==> src/rtl/core/dep_pkg.sv <==
// ---------------------------------------------------------------------------
// Decimal entry parser package
// Shared constants and codes for the decimal entry parser core and checker.
// ---------------------------------------------------------------------------
`default_nettype none

package dep_pkg;

   localparam int CHAR_WIDTH      = 8;
   localparam int VALUE_WIDTH     = 32;
   localparam int COUNT_WIDTH     = 32;
   localparam int CSR_INDEX_WIDTH = 1;

   localparam logic [CHAR_WIDTH-1:0] ASCII_ZERO       = 8'h30;
   localparam logic [CHAR_WIDTH-1:0] ASCII_NINE       = 8'h39;
   localparam logic [CHAR_WIDTH-1:0] END_CHAR_RESET   = 8'd13;
   localparam logic [CHAR_WIDTH-1:0] ERASE_CHAR_RESET = 8'd127;

   // Reciprocal of ten scaled by 2^35; exact quotient for every 32-bit value.
   localparam logic [VALUE_WIDTH-1:0] RECIP_TEN  = 32'hCCCC_CCCD;
   localparam int                     RECIP_SHIFT = 35;

   typedef enum logic [CSR_INDEX_WIDTH-1:0] {
      CSR_END_CHAR   = 1'b0,
      CSR_ERASE_CHAR = 1'b1
   } csr_index_type;

   typedef enum logic {
      KIND_ECHO   = 1'b0,
      KIND_NUMBER = 1'b1
   } result_kind_type;

endpackage

`default_nettype wire

==> src/rtl/core/decimal_entry_parser_core.sv <==
// A result word is registered and appears on rsp_valid in the cycle after its character is accepted.
// Throughput: one character per cycle while req_stall is low; the value*10 update and
// the reciprocal divide by ten are both combinational and load the value register on accept.
// req_stall rises only while a result word is held and rsp_stall is high.
// Reset (synchronous) clears value, digit count, overflow flag and the result
// valid flag, and returns end_char to 13 and erase_char to 127.
// ---------------------------------------------------------------------------
// Decimal entry parser core
// Builds an unsigned 32-bit number from received decimal digit characters,
// with erase and end characters, echoing accepted digit and erase characters.
// ---------------------------------------------------------------------------
`default_nettype none

module decimal_entry_parser_core (
   input  wire logic                                  clock,
   input  wire logic                                  reset,
   // Input channel
   input  wire logic                                  req_valid,
   output logic                                       req_stall,
   input  wire logic [dep_pkg::CHAR_WIDTH-1:0]        req_rx_char,
   // Result channel
   output logic                                       rsp_valid,
   input  wire logic                                  rsp_stall,
   output logic                                       rsp_result_kind,
   output logic [dep_pkg::CHAR_WIDTH-1:0]             rsp_echo_char,
   output logic [dep_pkg::VALUE_WIDTH-1:0]            rsp_number,
   output logic                                       rsp_overflowed,
   // Configuration port
   input  wire logic                                  csr_write_enable,
   input  wire logic [dep_pkg::CSR_INDEX_WIDTH-1:0]   csr_index,
   input  wire logic [dep_pkg::CHAR_WIDTH-1:0]        csr_write_data
);

   localparam int WIDE_WIDTH = dep_pkg::VALUE_WIDTH + 4;
   localparam int PROD_WIDTH = 2 * dep_pkg::VALUE_WIDTH;

   logic [dep_pkg::CHAR_WIDTH-1:0]  end_char_ff, end_char_in;
   logic [dep_pkg::CHAR_WIDTH-1:0]  erase_char_ff, erase_char_in;
   logic [dep_pkg::VALUE_WIDTH-1:0] value_ff, value_in;
   logic [dep_pkg::COUNT_WIDTH-1:0] count_ff, count_in;
   logic                            ovf_ff, ovf_in;

   logic                            rsp_valid_ff, rsp_valid_in;
   logic                            rsp_kind_ff, rsp_kind_in;
   logic [dep_pkg::CHAR_WIDTH-1:0]  rsp_echo_ff, rsp_echo_in;
   logic [dep_pkg::VALUE_WIDTH-1:0] rsp_number_ff, rsp_number_in;
   logic                            rsp_ovf_ff, rsp_ovf_in;

   logic                            accept;
   logic                            is_end;
   logic                            is_digit;
   logic                            is_erase;
   logic                            has_result;
   logic [WIDE_WIDTH-1:0]           times_ten;
   logic [PROD_WIDTH-1:0]           recip_prod;
   logic [dep_pkg::VALUE_WIDTH-1:0] div_ten;
   logic [dep_pkg::CHAR_WIDTH-1:0]  digit;

   assign req_stall = rsp_valid_ff & rsp_stall;
   assign accept    = req_valid & ~req_stall;

   // Character classification; the end character takes priority, then digits.
   always_comb begin
      is_end   = (req_rx_char == end_char_ff);
      is_digit = ~is_end && (req_rx_char >= dep_pkg::ASCII_ZERO)
                         && (req_rx_char <= dep_pkg::ASCII_NINE);
      is_erase = ~is_end && ~is_digit && (req_rx_char == erase_char_ff)
                         && (count_ff != '0);
      has_result = is_end | is_digit | is_erase;
   end

   // value*10 + digit as shift-and-add, kept wide enough to see the wrap.
   always_comb begin
      digit     = req_rx_char - dep_pkg::ASCII_ZERO;
      times_ten = ({4'b0, value_ff} << 3) + ({4'b0, value_ff} << 1)
                + {{(WIDE_WIDTH-dep_pkg::CHAR_WIDTH){1'b0}}, digit};
   end

   // Division by ten through the scaled reciprocal.
   always_comb begin
      recip_prod = {{dep_pkg::VALUE_WIDTH{1'b0}}, value_ff}
                 * {{dep_pkg::VALUE_WIDTH{1'b0}}, dep_pkg::RECIP_TEN};
      div_ten    = dep_pkg::VALUE_WIDTH'(recip_prod >> dep_pkg::RECIP_SHIFT);
   end

   always_comb begin
      value_in = value_ff;
      count_in = count_ff;
      ovf_in   = ovf_ff;
      if (accept) begin
         if (is_end) begin
            value_in = '0;
            count_in = '0;
            ovf_in   = 1'b0;
         end else if (is_digit) begin
            value_in = times_ten[dep_pkg::VALUE_WIDTH-1:0];
            count_in = count_ff + 1'b1;
            ovf_in   = ovf_ff | (times_ten[WIDE_WIDTH-1:dep_pkg::VALUE_WIDTH] != '0);
         end else if (is_erase) begin
            value_in = div_ten;
            count_in = count_ff - 1'b1;
         end
      end
   end

   always_comb begin
      end_char_in   = end_char_ff;
      erase_char_in = erase_char_ff;
      if (csr_write_enable) begin
         case (csr_index)
            dep_pkg::CSR_END_CHAR:   end_char_in   = csr_write_data;
            dep_pkg::CSR_ERASE_CHAR: erase_char_in = csr_write_data;
            default: begin
            end
         endcase
      end
   end

   // Result register: loads a word on an accepted character that has a result, otherwise holds until taken.
   always_comb begin
      rsp_kind_in   = rsp_kind_ff;
      rsp_echo_in   = rsp_echo_ff;
      rsp_number_in = rsp_number_ff;
      rsp_ovf_in    = rsp_ovf_ff;
      if (accept) begin
         rsp_valid_in = has_result;
      end else if (~rsp_stall) begin
         rsp_valid_in = 1'b0;
      end else begin
         rsp_valid_in = rsp_valid_ff;
      end
      if (accept && has_result) begin
         if (is_end) begin
            rsp_kind_in   = dep_pkg::KIND_NUMBER;
            rsp_echo_in   = '0;
            rsp_number_in = value_ff;
            rsp_ovf_in    = ovf_ff;
         end else begin
            rsp_kind_in   = dep_pkg::KIND_ECHO;
            rsp_echo_in   = req_rx_char;
            rsp_number_in = '0;
            rsp_ovf_in    = ovf_in;
         end
      end
   end

   always_ff @(posedge clock) begin
      if (reset) begin
         end_char_ff   <= dep_pkg::END_CHAR_RESET;
         erase_char_ff <= dep_pkg::ERASE_CHAR_RESET;
         value_ff      <= '0;
         count_ff      <= '0;
         ovf_ff        <= 1'b0;
         rsp_valid_ff  <= 1'b0;
      end else begin
         end_char_ff   <= end_char_in;
         erase_char_ff <= erase_char_in;
         value_ff      <= value_in;
         count_ff      <= count_in;
         ovf_ff        <= ovf_in;
         rsp_valid_ff  <= rsp_valid_in;
      end
   end

   always_ff @(posedge clock) begin
      rsp_kind_ff   <= rsp_kind_in;
      rsp_echo_ff   <= rsp_echo_in;
      rsp_number_ff <= rsp_number_in;
      rsp_ovf_ff    <= rsp_ovf_in;
   end

   assign rsp_valid       = rsp_valid_ff;
   assign rsp_result_kind = rsp_kind_ff;
   assign rsp_echo_char   = rsp_echo_ff;
   assign rsp_number      = rsp_number_ff;
   assign rsp_overflowed  = rsp_ovf_ff;

endmodule

`default_nettype wire

==> config.mk <==
export PLATFORM = sky130hd
export DESIGN_NAME = decimal_entry_parser_core
export DESIGN_NICKNAME = d
export VERILOG_FILES = /design/src/rtl/core/dep_pkg.sv /design/src/rtl/core/decimal_entry_parser_core.sv
export SDC_FILE = /design/constraint.sdc
export NUM_CORES = 2
export LEC_CHECK = 0
export BUFFER_PORTS_ARGS = -buffer_cell sky130_fd_sc_hd__buf_2
export CAP_MARGIN = 20
export CORE_MARGIN = 8
export CORE_UTILIZATION = 43
export CTS_BUF_LIST = sky130_fd_sc_hd__clkbuf_2 sky130_fd_sc_hd__clkbuf_4 sky130_fd_sc_hd__clkbuf_8
export CTS_CLUSTER_DIAMETER = 40
export DETAILED_ROUTE_END_ITERATION = 10
export HOLD_SLACK_MARGIN = 0.06
export PLACE_DENSITY = 0.61
export RECOVER_POWER = 50
export SETUP_SLACK_MARGIN = 0.1
export SLEW_MARGIN = 10
export SYNTH_ARGS = -nofsm -noshare
export SYNTH_HDL_FRONTEND = slang
export SYNTH_SLANG_ARGS = --single-unit
export TNS_END_PERCENT = 100
==> constraint.sdc <==
create_clock -name clock -period 6.7 [get_ports clock]
set_clock_uncertainty 0.1 [all_clocks]
set_input_delay 1.34 -clock clock [delete_from_list [all_inputs] [get_ports clock]]
set_output_delay 1.34 -clock clock [all_outputs]
set_load 0.03 [all_outputs]
==> out/metrics.yaml <==
crit_type: "reg -> reg"
worst_setup_path_end_kind: "register"
depth_of_the_worst_register_to_register_path: 28
cp_max_fo: 4
syn-cell-area_mm2: 0.0253
maxCapViolCount: 1
critical-path-top-cell-by-count: "sky130_fd_sc_hd__fa_1"
violations: "capacitance limit, slew limit, setup timing"
worst_ir_drop_vdd_mv: 0.117
globalRouteOverflowTotal: 0
tritoncts: "done"
post_synth_top_area_share_pct: 31.1
outcome: "finished, violations left"
post_synth_top_cells: "sky130_fd_sc_hd__inv_1 (591), sky130_fd_sc_hd__ha_1 (435), sky130_fd_sc_hd__fa_1 (393)"
worst_path_largest_cell_delay_ns: 0.55
clock_sinks: 124
synthesis.nets: 3506
cell_pwr_density_mw_per_mm2: 69.8
grt_pass1_vias: 22300
timing.rr.start: "value_ff[20]"
clock_tree.htree_level_count: 4
placement_rows: 89
antenna_found_initial: 0
floorplan.die.height_um: 259
num-nets-final: 3883
post_drt_via_cell_ratio: 5.42
max_freq_mhz: 143
share_of_async_settable_or_async_resettable_flops_after_synthesis_pct: 0
numPortBuffers: 65
critPathSlowestCell: "sky130_fd_sc_hd__fa_1"
sequential_cell_area_mm2: 0.00299
ys_top_cells_by_area: "sky130_fd_sc_hd__fa_1 (31%), sky130_fd_sc_hd__ha_1 (22%), sky130_fd_sc_hd__inv_1 (8.8%)"
remaining_max_slew_budget_at_the_tightest_pin_pct: -20.1
synth_enable_flop_cells: 42
fin_total_pwr_w: 0.00213
critical_path.startpoint_type: "register"
routed_wire_length_per_instance_um: 22.1
seq_area_frac_synth_pct: 11.5
power.static_leakage_nw: 16.5
synthesis.area_per_instance_um2: 9.53
clkLatencyLatePin_ns: 0.49
initial_core_util_pct: 43.2
design.portCount: 66
hold_path.class: "reg -> reg"
layout-drive-gt1-share_pct: 20.6
cts-buffers-inserted: 17
period_needed_ns: 6.99
timing.final.ws_setup_ns: -0.292
gp_routability_congestion: 0.971
yosysUniqueCellTypes: 82
setup-violations-final: 22
critical_path.reg2reg.endpoint: "value_ff[15]"
drc: 0
antenna_cells: 0
hold-worst-slack_ns: 0.369
floorplan.die_area_mm2: 0.0669
vias: 20700
reg2reg_setup_slack_ns: -0.29
setup_repair_after_global_routing_missed_its_margin: "true"
clock_tree.buffer_depth: 2
grt_usage_pct: 25.2
multi_input_area_mm2: 0.0210
min_delay_path_depth: 2
dp.final_hpwl_um: 72500
count_of_hold_fix_buffers_inserted_at_cts: 0
min_to: "end_char_ff[4]"
filler_cell_count: 5371
dieWidth_um: 259
synthesis.yosys.warnings: 0
ant_nets: 0
most_instantiated_library_cell_after_synthesis: "sky130_fd_sc_hd__inv_1"
synth.largest_area_cell: "sky130_fd_sc_hd__fa_1"
worst-endpoint-arrival_ns: 7.26
worstMarginPinSlew_ns: 1.80
path_clk_slew_ns: 0.09
final_hold_viol_count: 0
critPathRequiredTime_ns: 6.97
dominant_register_cell_in_the_synthesized_netlist: "sky130_fd_sc_hd__dfxtp_1"
design.core.area_mm2: 0.0586
postSynthCellCount: 2656
slew_violations: 41
final.period_utilization_pct: 104
grt_max_degree: 53
flow.area_growth_from_synthesis_pct: 20.8
synthesis_stage_register_bit_count: 124
grt_pass1_wl_um: 129000
total_routed_length_um: 84200
worstHoldStart: "end_char_ff[4]"
cts_root_buffer: "sky130_fd_sc_hd__clkbuf_8"
first_pass_iters: 5
dr.first_iter.drc_count: 1375
==> sequential cells by signal, summed over array words and instances, names as in the netlist <==
signal           count
rsp_overflowed       1
ovf_ff               1
rsp_number          32
rsp_result_kind      1
value_ff            32
erase_char_ff        8
end_char_ff          8
count_ff            32
rsp_valid            1
rsp_echo_char        8
==> worst max path at each step <==
| stage | start | endpoint |
|---|---|---|
| CTS | value_ff[14] | value_ff[19] |
| detailed placement | value_ff[4] | value_ff[19] |
| global placement | value_ff[23] | value_ff[19] |
| finish | value_ff[20] | value_ff[15] |
| floorplan | value_ff[9] | value_ff[25] |
| global route | value_ff[20] | value_ff[15] |
==> routing by layer <==
| layer | up-vias | wire [um] | global-route usage [%] |
|---|---|---|---|
| met5 | - | 0 | 0 |
| met3 | 159 | 4310 | 2.96 |
| met4 | 0 | 3260 | 8.80 |
| li1 | 9486 | - | - |
| met1 | 10500 | 34800 | 31.8 |
| met2 | 611 | 41900 | 44.2 |
==> cell type report <==
type                       count  share of cell area (%)
clock inverter                15                   0.417
inverter                     591                    7.26
tap                          773                    3.16
sequential                   124                    9.77
clock buffer                  17                   0.765
multi-input combinational   1883                    68.8
timing repair buffer         416                    9.78
==> power by group <==
group	switching (W)	internal, W
clock	0.000391	0.000268
combinational	0.000383	0.000297
sequential	0.0000126	0.000781
total	0.000787	0.00135
==> logic make-up after synthesis <==
kind of cell,synth area share [%]
fa+ha+maj,52.6
compound gates,12.0
simple gates,9.26
flops,11.5
xor+xnor,4.57
buf+inv,9.75
mux,0.331
==> cell usage in the layout, fill, tap and decap left out, types with 12 or more instances in the layout <==
cell type,Yosys,routed
sky130_fd_sc_hd__clkbuf_8,0,17
sky130_fd_sc_hd__ha_2,0,12
sky130_fd_sc_hd__nand4_1,14,14
sky130_fd_sc_hd__o21a_1,13,13
sky130_fd_sc_hd__buf_6,2,15
sky130_fd_sc_hd__a21oi_1,127,112
sky130_fd_sc_hd__edfxtp_1,42,42
sky130_fd_sc_hd__nor2_1,94,88
sky130_fd_sc_hd__dfxtp_1,82,54
sky130_fd_sc_hd__clkbuf_1,48,38
sky130_fd_sc_hd__o21ai_1,2,18
sky130_fd_sc_hd__nand3_1,37,32
sky130_fd_sc_hd__xnor2_1,59,52
sky130_fd_sc_hd__dfxtp_4,0,19
sky130_fd_sc_hd__nand2_1,120,115
sky130_fd_sc_hd__xor2_1,73,69
sky130_fd_sc_hd__nor3_1,27,21
sky130_fd_sc_hd__ha_4,0,42
sky130_fd_sc_hd__inv_1,591,566
sky130_fd_sc_hd__buf_2,6,29
sky130_fd_sc_hd__nor2b_1,25,25
sky130_fd_sc_hd__ha_1,435,381
sky130_fd_sc_hd__o21ai_0,80,61
sky130_fd_sc_hd__nand2b_1,16,16
sky130_fd_sc_hd__nor4_1,13,14
sky130_fd_sc_hd__a21oi_2,0,14
sky130_fd_sc_hd__a21o_1,72,71
sky130_fd_sc_hd__inv_2,0,24
sky130_fd_sc_hd__fa_1,393,382
sky130_fd_sc_hd__and2_1,18,16
sky130_fd_sc_hd__and3_1,56,55
sky130_fd_sc_hd__buf_4,2,332
sky130_fd_sc_hd__a22oi_1,21,21
==> stage by stage <==
stage                     utilization [%]  instances  setup WS, ns  instance area (um^2)  setup TNS [ns]
final                                52.2       3819        -0.292                 30600           -3.06
after global routing                 52.2       3819        -0.488                 30600           -8.56
after CTS                            51.7       3809        -0.190                 30300           -1.83
after detailed placement             49.7       3764        -0.603                 29100          -10.18
after global placement               49.7       3764        -0.550                 29100           -7.91
after floorplan                         -       2656        0.0480                 25600               0
==> repair_timing <==
item / 4_1_cts / 5_1_grt
gates resized for setup: 153 / 71
pin swaps: 84 / 35
buffers inserted: 14 / 10
setup endpoints to repair: 29 / 29
==> worst max-delay path: cells and delay by family (launching register included) <==
kind,cells,cell delay [ns]
AOI/OAI and AO/OA,3,0.69
adders and majority gates,9,4.12
buffers and inverters,9,0.76
DFF,1,0.39
and+or+nand+nor,7,0.80
Note: power is estimated with default switching activity, not from simulation.
